==> src/hdl/srmf_pkg.sv <==
// Package for the sorted range max frequency unit.
// Types, default sizes and the queue item layout shared by the front end, back end and top level.
package srmf_pkg;

  localparam int unsigned MaxElementsDef = 1024;
  localparam int unsigned TableLevelsDef = 11;
  localparam int unsigned IdxW = 11;
  localparam int unsigned ValW = 32;
  localparam int unsigned FreqW = 11;

  typedef enum logic [1:0] {
    REQ_APPEND = 2'd0,
    REQ_QUERY  = 2'd1,
    REQ_CLEAR  = 2'd2,
    REQ_NONE   = 2'd3
  } req_e;

  typedef enum logic [3:0] {
    ST_IDLE,
    ST_APP_CHK,
    ST_APP_WR,
    ST_SCAN_RD,
    ST_SCAN_CHK,
    ST_RM_RD1,
    ST_RM_RD2,
    ST_RM_RD3,
    ST_RESULT
  } state_e;

  typedef struct packed {
    req_e                   req;
    logic signed [ValW-1:0] value;
    logic [IdxW-1:0]        left_index;
    logic [IdxW-1:0]        right_index;
  } item_t;

endpackage

==> src/hdl/srmf_front.sv <==
// Front end: accepts items, decodes the request and queues all but REQ_NONE items (two deep).
// Depends on srmf_pkg.
module srmf_front import srmf_pkg::*; (
  input  logic                   clk_i,
  input  logic                   rst_ni,
  input  logic                   in_valid_i,
  output logic                   in_stall_o,
  input  logic [1:0]             req_type_i,
  input  logic signed [ValW-1:0] value_i,
  input  logic [IdxW-1:0]        left_index_i,
  input  logic [IdxW-1:0]        right_index_i,
  output logic                   q_valid_o,
  output item_t                  q_item_o,
  input  logic                   q_pop_i
);

  item_t       slot_q [2];
  item_t       slot_d [2];
  logic [1:0]  fill_q, fill_d;
  logic        accept, push;
  item_t       new_item;

  assign in_stall_o = (fill_q == 2'd2);
  assign accept     = in_valid_i && !in_stall_o;
  // REQ_NONE items are taken and dropped here
  assign push       = accept && (req_e'(req_type_i) != REQ_NONE);

  assign new_item.req         = req_e'(req_type_i);
  assign new_item.value       = value_i;
  assign new_item.left_index  = left_index_i;
  assign new_item.right_index = right_index_i;

  assign q_valid_o = (fill_q != 2'd0);
  assign q_item_o  = slot_q[0];

  always_comb begin
    slot_d = slot_q;
    fill_d = fill_q;
    if (q_pop_i && q_valid_o) begin
      slot_d[0] = slot_q[1];
      fill_d    = fill_d - 2'd1;
    end
    if (push) begin
      slot_d[fill_d[0]] = new_item;
      fill_d            = fill_d + 2'd1;
    end
  end

  always_ff @(posedge clk_i or negedge rst_ni) begin
    if (!rst_ni) begin
      fill_q <= 2'd0;
    end else begin
      fill_q <= fill_d;
    end
  end

  always_ff @(posedge clk_i) begin
    slot_q <= slot_d;
  end

  assert property (@(posedge clk_i) disable iff (!rst_ni) fill_q <= 2'd2)
    else $error("queue fill out of range");
  assert property (@(posedge clk_i) disable iff (!rst_ni)
    (fill_q == 2'd0 && push) |=> (fill_q == 2'd1))
    else $error("push into empty queue lost");
  assert property (@(posedge clk_i) disable iff (!rst_ni)
    (fill_q == 2'd0) |-> !q_valid_o)
    else $error("empty queue shows an item");

endmodule

==> config.mk <==
export PLATFORM = sky130hd
export DESIGN_NAME = srmf_front
export DESIGN_NICKNAME = d
export VERILOG_FILES = /design/src/hdl/srmf_pkg.sv /design/src/hdl/srmf_front.sv
export SDC_FILE = /design/constraint.sdc
export NUM_CORES = 1
export LEC_CHECK = 0
export BUFFER_PORTS_ARGS = -buffer_cell sky130_fd_sc_hd__buf_4
export CAP_MARGIN = 30
export CORE_MARGIN = 1.5
export CORE_UTILIZATION = 30
export DETAILED_ROUTE_END_ITERATION = 8
export PLACE_DENSITY_LB_ADDON = 0.05
export SETUP_SLACK_MARGIN = 0.5
export SLEW_MARGIN = 20
export SYNTH_ARGS = -nofsm -noshare
export SYNTH_HDL_FRONTEND = slang
export SYNTH_SLANG_ARGS = --single-unit
==> constraint.sdc <==
create_clock -name clk_i -period 7.1 [get_ports clk_i]
set_input_delay 1.065 -clock clk_i [delete_from_list [all_inputs] [get_ports clk_i]]
set_output_delay 1.065 -clock clk_i [all_outputs]
set_load 0.02 [all_outputs]
**After elaboration in Yosys (flattened, before gate mapping)**

Cells that the tools add are included.

- $add $sub $neg: 2
- Multiply operators: 0
- Divide/modulo/power cells: 0
- Order comparisons: 2
- Equality and inequality tests: 2
- Shift-type cells: 0
- Mux-type cells: 7
- Bitwise operators: 1
- Reductions and logical operators: 6

Operators with widths:

| operator | number |
|---|---|
| bitwise mux 112 bit | 1 |
| 2-to-1 mux 112 bit | 1 |
| 2-to-1 mux 56 bit | 2 |
| demux 56 bit (select 1 bit) | 1 |
| logical AND 1 bit | 4 |
| 2-to-1 mux 2 bit | 2 |
| adder 2 x 1 -> 2 bit, second input constant | 1 |
| equality test 2 bit, second input constant | 1 |
| greater-or-equal comparator 2 bit, second input constant | 1 |
| less-than comparator 2 x 1 -> 1 bit, second input constant | 1 |
| inequality test 2 bit, second input constant | 1 |
| inverter 1 -> 2 bit | 1 |
| nonzero test 2 bit | 1 |
| subtractor 2 x 1 -> 2 bit, second input constant | 1 |
| logical NOT 1 bit | 1 |

- Register bits: 114
- Bits in latches: 0
- Bits in writable memories: 0
- Memory bits (read-only): 0
- Input bits: 60
- Output and inout port bits: 58
- Logic and storage cells: 29
- Memories: 0

**Longest topological paths before layout**

Gate-level depths: netlist of the first run.

- Depth after elaboration: 10
- Gate-level depth with buffers: 11
- Gate-level depth less buffers: 6

**Worst setup path after synthesis of the first run**

No wires, ideal clock.

- Kind: register to register
- Start point: register fill_q[0]
- End point: register with a tool-made name
- Library setup time: 420 ps
- Arrival time: 3,302 ps
- Slack: 3,378 ps
- Stages on the path, launching flop included: 10
- Path buffers: 4
- Path through: dfrtp_1 > buf_4 > inv_2 > clkbuf_1 > ha_1 > and2b_1 > buf_2 > buf_2 > xnor2_1 > ha_1

RTL lines:

| item | line | source |
|---|---|---|
| start, declared | srmf_front.sv:19 | `logic [1:0] fill_q, fill_d;` |
| start signal, assigned | srmf_front.sv:53 | `fill_q <= fill_d;` |

==> flow_summary.json, run 1 <==
{
  "outcome": "complete, no violations",
  "hp-class": "input port to asynchronous set/reset pin",
  "path_class": "flop to flop",
  "cp.required_ps": 7420,
  "setup-tns-final_ps": 0,
  "path_cells": "buf_12 > inv_2 > ha_1 > and2b_4 > or3_1 > buf_4 > o221ai_1 > a22oi_1",
  "cts_tree": "yes",
  "diodes": 0,
  "fin_nets": 544,
  "wl_per_cell_microns": 20.0,
  "synth.distinct_cells": 22,
  "port_buffers": 117,
  "p_clk_frac": 0.240,
  "finalClockSkew_ps": 6.95,
  "slew-limit-headroom": 0.435,
  "htree_levels": 4,
  "synthSimpleGateAreaFrac": 0.0148,
  "cts_resized": 0,
  "finalSetupViolCount": 0,
  "cts_max_path_buffers": 2,
  "startpoint_type": "flop",
  "post-cts-setup-buffers": 0,
  "area_growth_pct": 21.1,
  "finalMaxSlewViolations": 0,
  "synth_area_sq_um": 5730,
  "fin_util": 0.371,
  "maxCapViolCount": 0,
  "hold_viol": 0,
  "synthAdderAreaFrac": 0.00655,
  "p_leak_nw": 2.82,
  "tightest_slew_ps": 848,
  "synth_top_family_by_area": "compound AO/OA/AOI/OAI gates",
  "place.gp.congestion": 0.644,
  "ys_ff_latch": 114,
  "die_area_sq_um": 19900,
  "grt_pass1_vias": 3838,
  "grt_max_degree": 71,
  "placeableCoreArea_sq_um": 18700,
  "crit_arrival_ps": 4220,
  "antenna_found_initial": 0,
  "viasPerCell": 5.18,
  "clock_sinks": 114,
  "p_switching_mw": 1.24,
  "path_max_fanout": 38,
  "drive_gt1_frac": 0.391,
  "pwr-share-comb": 0.421,
  "firstDrtPassIters": 4,
  "ant_nets": 0,
  "avgSynthCellArea_sq_um": 13.3,
  "syn-num-nets": 493,
  "holdBufCountCts": 0,
  "p_sw_frac": 0.373,
  "syn_inst": 430,
  "cp_slowest_cell": "or3_1",
  "synth_mux_area_frac": 0.176,
  "via_count": 3773,
  "numCtsBuffers": 17,
  "powerDensity_nw_per_um2": 480,
  "drt_iter0_drc": 244,
  "fp.dieH_microns": 141,
  "max_clock_freq_ghz": 0.256,
  "synth_compound_area_frac": 0.181,
  "drc": 0,
  "yosys_warnings": 0,
  "clk_pin_slew_ps": 50,
  "seqPwrFrac": 0.340,
  "start_util": 0.306,
  "synth-seq-area-share": 0.498,
  "post-route-period-util": 0.549,
  "wirelength_mm": 14.5,
  "crit_path_end_kind": "flop",
  "rsz0062_at_grt": "no",
  "grt_usage": 0.150,
  "p_int_mw": 2.09,
  "dp_hpwl_mm": 8.75,
  "die_width_microns": 141,
  "peakVddDrop_v": 0.000185,
  "grt_pass1_wl_mm": 22.5,
  "worstSkewPairLatency_ps": 410,
  "crit_path_max_incr_delay_ps": 720,
  "ioPinCount": 118,
  "period_minus_slack_ps": 3900,
  "synthXorXnorAreaFrac": 0.00458,
  "grt_remaining_overflow": 0,
  "cts-root-buf": "clkbuf_16",
  "rows": 50
}
==> cells in the mapped netlist, drive strengths merged <==
cell	number	area share
a22oi	34	0.045
and2	1	0.0015
and2b	1	0.0013
buf	81	0.11
clkbuf	13	0.0085
dfrtp	2	0.0087
dfxtp	56	0.20
edfxtp	56	0.29
ha	3	0.0065
inv	4	0.0026
mux2i	101	0.18
nand2b	2	0.0048
nor3	1	0.0028
o221ai	68	0.14
or2	1	0.0011
or3	3	0.0033
xnor2	3	0.0046
==> layout by cell type (no fill, tap or decap), drive strengths merged <==
master	instances
buf	126
mux2i	101
o221ai	68
edfxtp	56
dfxtp	56
a22oi	34
clkbuf	26
clkinv	5
inv	4
xnor2	3
or3	3
ha	3
nand2b	2
dfrtp	2
and2	1
or2	1
and2b	1
nor3	1
bufinv	1
==> critical path: cells and delay by family, from the launching register on <==
kind	cells	cell delay, ps
AND/OR/NAND/NOR	2	1350
AO/OA/AOI/OAI	2	380
adder cells (fa/ha/maj)	1	380
buffers and inverters	3	970
flip-flops	1	690
==> layer usage <==
layer  GRT usage  routed length, microns  vias up
met5           0                       0        -
met4      0.0559                     152        0
met3      0.0428                     699       11
met2       0.239                    6960       89
met1       0.195                    6730     1908
li1            -                       -     1765
==> power by group through the flow <==
stage / clock [mW] / combinational [mW] / sequential (mW)
2_1_floorplan: 0 / 1.19 / 1.07
3_3_place_gp: 0 / 1.33 / 1.17
3_5_place_dp: 0 / 1.41 / 1.15
4_1_cts: 0.818 / 1.41 / 1.14
5_1_grt: 0.857 / 1.52 / 1.16
6_report: 0.800 / 1.40 / 1.13
==> final timing paths <==
check	start	to	slack, ps	depth (start not counted)
min in group clk_i	flop	q_item_o[31]$_DFF_P_	520	2
max in group asynchronous	rst_ni	fill_q[0]$_DFF_PN0_	6570	1
worst max register to register	fill_q[0]$_DFF_PN0_	q_item_o[55]$_DFF_P_	3200	8
worst min register to register	flop	q_item_o[31]$_DFF_P_	520	2
worst max-delay path	fill_q[0]$_DFF_PN0_	q_item_o[55]$_DFF_P_	3200	8
worst min-delay path	rst_ni	fill_q[0]$_DFF_PN0_	430	1
==> area by class of cell <==
type                            count  area, sq um
Fill cell                        1825        11800
Sequential cell                   114         2850
Multi-Input combinational cell    218         2210
Timing Repair Buffer              126         1020
Clock buffer                       26          489
Tap cell                          234          293
Clock inverter                      6         55.1
Inverter                            4         15.0
==> per-stage QoR <==
step,setup slack (ps),cells,total power [mW],hold slack [ps],instance area [sq um]
2_1_floorplan,3380,430,2.26,499,5730
3_3_place_gp,2470,691,2.50,506,6280
3_5_place_dp,2940,694,2.56,516,6360
4_1_cts,2930,726,3.37,411,6900
5_1_grt,2880,728,3.54,408,6940
6_report,3200,728,3.34,430,6940
==> logic make-up after synthesis <==
kind of cell               count (synthesis)
adders and majority gates                  3
and+or+nand+nor                            9
buffers and inverters                     98
AOI/OAI and AO/OA                        102
DFF                                      114
xor gates and xnor gates                   3
muxes                                    101
No activity file was read; power rests on OpenSTA's default activity.
==> inputs of run 2 (changes only) <==
- ABC_AREA: default -> 1
- clock period: 7.1 -> 3.6 ns (I/O delays scaled with it)
==> run 2 against run 1 <==
Against the previous run:
- sequential cell count is the same
- final cell count grew 16%
- critical path depth grew 2
- worst setup slack lost 1800 ps
- combinational power grew 50%
- clock skew shrank 0.56 ps
- sequential share of layout area grew 6.0 points
- non-clock buffer count shrank 5
- critical endpoint is now q_item_o[52]$_DFF_P_
==> flow_summary.json, run 2 <==
{
  "die_area_sq_um": 16900,
  "synth-seq-area-share": 0.588,
  "finalMaxSlewViolations": 0,
  "ys_ff_latch": 114,
  "clock_sinks": 114,
  "avgSynthCellArea_sq_um": 8.70,
  "syn_inst": 557,
  "synthAdderAreaFrac": 0.00774,
  "cts_tree": "yes",
  "tightest_slew_ps": 844,
  "synthXorXnorAreaFrac": 0,
  "grt_remaining_overflow": 0,
  "p_clk_frac": 0.289,
  "crit_arrival_ps": 2550,
  "htree_levels": 4,
  "path_max_fanout": 41,
  "setup-tns-final_ps": 0,
  "yosys_warnings": 0,
  "wl_per_cell_microns": 13.2,
  "startpoint_type": "flop",
  "viasPerCell": 4.03,
  "antenna_found_initial": 0,
  "hold_viol": 0,
  "synth_top_cells_by_count": "nand2_1, buf_4, dfxtp_1, edfxtp_1, buf_2",
  "diodes": 0,
  "syn-num-nets": 620,
  "synth_area_leaders": "edfxtp_1, nand2_1, dfxtp_1",
  "outcome": "complete, no violations",
  "start_util": 0.306,
  "rows": 46,
  "crit_path_end_kind": "flop",
  "synthSimpleGateAreaFrac": 0.277,
  "drt_iter0_drc": 196,
  "postLayoutCellArea_sq_um": 6060,
  "firstDrtPassIters": 4,
  "ioPinCount": 118,
  "pwr-share-comb": 0.361,
  "synth.distinct_cells": 15,
  "finalClockSkew_ps": 6.40,
  "max_clock_freq_ghz": 0.455,
  "fin_nets": 680,
  "netlist.area_leader.share": 0.347,
  "rsz0062_at_grt": "no",
  "maxCapViolCount": 0,
  "synthMostInstantiatedCell": "nand2_1",
  "post-route-period-util": 0.610,
  "fillCellCount": 1624,
  "synth_top_area_cell": "edfxtp_1",
  "seq_area_sq_um": 2850,
  "p_int_mw": 3.75,
  "most-common-layout-cells": "nand2_1, buf_4, edfxtp_1, dfxtp_1, clkbuf_16",
  "hold_ws_ps": 313,
  "wirelength_mm": 11.1,
  "dp_hpwl_mm": 6.26,
  "synth_top_flop_cell": "edfxtp_1",
  "drive_gt1_frac": 0.246,
  "hp-class": "input port to flop",
  "synth_edf_count": 56,
  "port_buffers": 117,
  "powerDensity_nw_per_um2": 962,
  "p_sw_frac": 0.356,
  "period_minus_slack_ps": 2200,
  "clk_pin_slew_ps": 50,
  "placeableCoreArea_sq_um": 15800,
  "synth_compound_area_frac": 0,
  "p_switching_mw": 2.08,
  "grt_max_degree": 58,
  "place.gp.congestion": 0.746,
  "grt_pass1_vias": 3288,
  "ant_nets": 0,
  "cts_max_path_buffers": 2,
  "synth_top_family_by_area": "simple AND/OR/NAND/NOR gates",
  "area_growth_pct": 25.0,
  "async_reset_ff_frac": 0.0175,
  "cp.required_ps": 3960,
  "synth_mux_area_frac": 0,
  "grt_usage": 0.141,
  "path_class": "flop to flop",
  "final_common_cell": "nand2_1",
  "drc": 0,
  "placed_area_sq_um": 5460,
  "p_leak_nw": 2.95,
  "worstSkewPairLatency_ps": 410,
  "slew-limit-headroom": 0.437,
  "peakVddDrop_v": 0.000578,
  "via_count": 3405,
  "die_width_microns": 130,
  "seqPwrFrac": 0.351,
  "multi_input_area_sq_um": 1400,
  "fp.dieH_microns": 130,
  "finalSetupViolCount": 0,
  "numCtsBuffers": 17,
  "grt_pass1_wl_mm": 17.4,
  "cts-root-buf": "clkbuf_16",
  "synth_area_sq_um": 4850
}
run 2: cells by family (layout without fill, tap and decap cells):
logic type | Yosys count | count (layout)
simple gates | 353 | 353
flops | 114 | 114
buf+inv | 87 | 159
fa+ha+maj | 3 | 3
run 2: routing by layer:
metal / track usage / vias up / wire length [microns]
met1: 0.181 / 1512 / 5330
met5: 0 / - / 0
met4: 0.0686 / 0 / 212
met3: 0.0443 / 16 / 623
met2: 0.215 / 94 / 4970
li1: - / 1783 / -
run 2: repair_timing:
| action | in CTS | in global routing |
|---|---|---|
| hold buffers | 1 | 0 |
| buffers inserted | 0 | 0 |
| resized for setup | 0 | 0 |
| hold endpoints to repair | 2 | 0 |
run 2: power by group through the flow:
stage | sequential [mW] | combinational [mW] | clock (mW)
6_report | 2.05 | 2.10 | 1.68
5_1_grt | 2.10 | 2.38 | 1.78
4_1_cts | 2.05 | 2.15 | 1.72
3_5_place_dp | 2.07 | 2.14 | 0
3_3_place_gp | 2.07 | 2.13 | 0
2_1_floorplan | 2.01 | 1.81 | 0
run 2: cell type report:
type,count,share of cell area
Sequential cell,114,0.471
Inverter,7,0.00475
Tap cell,216,0.0446
Timing Repair Buffer,121,0.150
Multi-Input combinational cell,356,0.232
Clock buffer,27,0.0863
Clock inverter,4,0.0116
run 2: path summary, 6_finish.rpt:
| kind | slack (ps) | end | cells after the start | from |
|---|---|---|---|---|
| worst min-delay path | 310 | flop | 1 | value_i[19] |
| worst max-delay path | 1400 | q_item_o[52]$_DFF_P_ | 10 | fill_q[0]$_DFF_PN0_ |
| worst max register to register | 1400 | q_item_o[52]$_DFF_P_ | 10 | fill_q[0]$_DFF_PN0_ |
| min in group asynchronous | 440 | fill_q[1]$_DFF_PN0_ | 2 | rst_ni |
| worst min register to register | 510 | q_item_o[51]$_DFF_P_ | 4 | flop |
| max in group asynchronous | 3070 | fill_q[0]$_DFF_PN0_ | 2 | rst_ni |
run 2: critical path: stages (launching register included):
cell     delay (ps)
dfrtp_1         340
inv_1            70
ha_1            210
inv_2            80
nand2_2          80
nand2_1         110
nand2_2         120
nor2_4          380
buf_4           530
nand2_1         110
nand2_1          80
run 2: stage by stage:
step | power [mW] | utilization | cells | setup slack (ps)
global route | 6.25 | 0.383 | 845 | 1120
CTS | 5.93 | 0.383 | 845 | 1340
finish | 5.83 | 0.383 | 845 | 1400
floorplan | 3.82 | - | 557 | 851
global placement | 4.20 | 0.345 | 813 | 1400
detailed placement | 4.22 | 0.345 | 813 | 1340
==> inputs of run 3 (changes only) <==
- clock period: 3.6 -> 1.9 ns (I/O delays scaled with it)
==> run 3 against run 2 <==
Against the previous run:
- critical path type unchanged
- worst setup slack lost 1200 ps
- critical path depth is the same
- combinational power grew to 2.7 times the previous value
- worst hold slack lost 260 ps
- via count grew 7.5%
- die area is the same
- routed wire length grew 19%
- clock power grew 68%
==> flow_summary.json, run 3 (synthesis results as in run 2) <==
{
  "path_common_cell": "buf_6",
  "worstSkewPairLatency_ps": 410,
  "antenna_found_initial": 0,
  "place.gp.congestion": 0.713,
  "area_growth_pct": 43.0,
  "die_area_sq_um": 16900,
  "slew-limit-headroom": 0.875,
  "seqPwrFrac": 0.315,
  "pwr-share-comb": 0.456,
  "viasPerCell": 4.10,
  "drt_iter0_drc": 120,
  "fp.dieH_microns": 130,
  "p_clk_frac": 0.229,
  "hp-class": "input port to flop",
  "rows": 46,
  "start_util": 0.306,
  "placeableCoreArea_sq_um": 15800,
  "ioPinCount": 118,
  "crit_arrival_ps": 2060,
  "firstDrtPassIters": 4,
  "tightest_slew_ps": 188,
  "post-route-period-util": 0.897,
  "wirelength_mm": 13.3,
  "setup-tns-final_ps": 0,
  "placed_cells": 821,
  "layoutNonFillerInstCount": 892,
  "outcome": "complete, no violations",
  "finalMaxSlewViolations": 0,
  "clk_pin_slew_ps": 50,
  "cts-root-buf": "clkbuf_16",
  "cts_max_path_buffers": 2,
  "max_clock_freq_ghz": 0.586,
  "timing.final.ws_setup_ps": 195,
  "p_sw_frac": 0.362,
  "grt_pass1_vias": 3617,
  "startpoint_type": "flop",
  "drc": 0,
  "grt_remaining_overflow": 0,
  "crit_path_end_kind": "flop",
  "p_switching_mw": 4.45,
  "fin_nets": 726,
  "die_width_microns": 130,
  "htree_levels": 4,
  "maxCapViolCount": 0,
  "most-common-layout-cells": "nand2_1, buf_4, edfxtp_1, dfxtp_1, nand2_2",
  "dp_hpwl_mm": 6.88,
  "final_common_cell": "nand2_1",
  "path_max_fanout": 8,
  "peakVddDrop_v": 0.000875,
  "grt_usage": 0.165,
  "drive_gt1_frac": 0.348,
  "finalSetupViolCount": 0,
  "ant_nets": 0,
  "cts_tree": "yes",
  "p_leak_nw": 3.36,
  "crit_path_max_incr_delay_ps": 360,
  "finalClockSkew_ps": 9.27,
  "path_cells": "inv_2 > buf_6 > ha_4 > buf_6 > nand3b_1 > nor2_4 > buf_6 > clkbuf_16 > nand2_2 > nand2_1",
  "cp.required_ps": 2250,
  "grt_pass1_wl_mm": 20.0,
  "rsz0062_at_grt": "yes",
  "p_int_mw": 7.84,
  "period_minus_slack_ps": 1710,
  "via_count": 3660,
  "numCtsBuffers": 17,
  "diodes": 0,
  "hold_viol": 0,
  "pre_cts_ws_ps": 148,
  "clock_sinks": 114,
  "port_buffers": 117,
  "cp_slowest_cell": "dfrtp_1",
  "powerDensity_nw_per_um2": 1770,
  "wl_per_cell_microns": 14.9,
  "grt_max_degree": 30,
  "path_class": "flop to flop"
}
[run 3: cell count changes in the layout (fill, tap and decap cells not counted), moves of 3 or more]
cell / change
buf_6: +18
buf_4: +4
buf_16: +8
nand2_1: -33
inv_1: -3
nand2_4: +8
nand2_2: +25
buf_12: +11
clkinv_1: +4
clkbuf_8: -6
[run 3: layer usage]
metal	global-route usage	share of wire	wire (microns)	vias up
met3	0.0484	0.049	648	13
met5	0	0	0	-
li1	-	-	-	1889
met2	0.259	0.46	6150	82
met1	0.212	0.48	6310	1676
met4	0.0686	0.013	172	0
[run 3: worst paths after layout]
| check | endpoint | slack, ps | depth (start not counted) | from |
|---|---|---|---|---|
| max in group asynchronous | fill_q[0]$_DFF_PN0_ | 1630 | 2 | rst_ni |
| hold reg to reg | q_item_o[30]$_DFF_P_ | 520 | 4 | flop |
| min in group asynchronous | fill_q[1]$_DFF_PN0_ | 180 | 2 | rst_ni |
| hold / removal | flop | 60 | 1 | left_index_i[4] |
| setup reg to reg | q_item_o[43]$_DFF_P_ | 190 | 10 | fill_q[0]$_DFF_PN0_ |
| setup / recovery | q_item_o[43]$_DFF_P_ | 190 | 10 | fill_q[0]$_DFF_PN0_ |
[run 3: area by class of cell]
| class | count | area (sq um) |
|---|---|---|
| clock buffer | 23 | 448 |
| clock inverter | 9 | 65.1 |
| fill | 1575 | 8890 |
| inverter | 7 | 33.8 |
| multi-input combinational | 356 | 1570 |
| sequential | 114 | 2850 |
| tap | 216 | 270 |
| timing repair buffer | 167 | 1700 |
[run 3: through the flow]
stage / util / power [mW] / cell area (sq um) / hold slack (ps)
5_1_grt: 0.438 / 13.1 / 6940 / 28.8
6_report: 0.438 / 12.3 / 6940 / 56.6
4_1_cts: 0.427 / 12.1 / 6750 / 37.4
2_1_floorplan: - / 7.33 / 4900 / -10.6
3_3_place_gp: 0.358 / 8.25 / 5670 / 71.5
3_5_place_dp: 0.358 / 8.30 / 5670 / 69.3
[run 3: critical path: cells and delay by family, from the launching register on]
| kind | cells | cell delay (ps) |
|---|---|---|
| flops | 1 | 360 |
| simple gates | 4 | 500 |
| buf+inv | 5 | 630 |
| fa+ha+maj | 1 | 160 |
[run 3: power groups by stage]
stage	clock network [mW]	logic [mW]	registers, mW
floorplan	0	3.52	3.81
global placement	0	4.33	3.92
detailed placement	0	4.39	3.92
CTS	2.89	5.38	3.87
global route	3.02	6.14	3.96
finish	2.82	5.60	3.87
[run 3: timing repair]
action / 4_1_cts / 5_1_grt
hold buffers: 1 / 0
endpoints found under the setup margin: 115 / 115
pin swaps: 8 / 35
gates cloned: 8 / 2
buffers inserted: 27 / 1
hold endpoints to repair: 2 / 0
resized for setup: 29 / 44
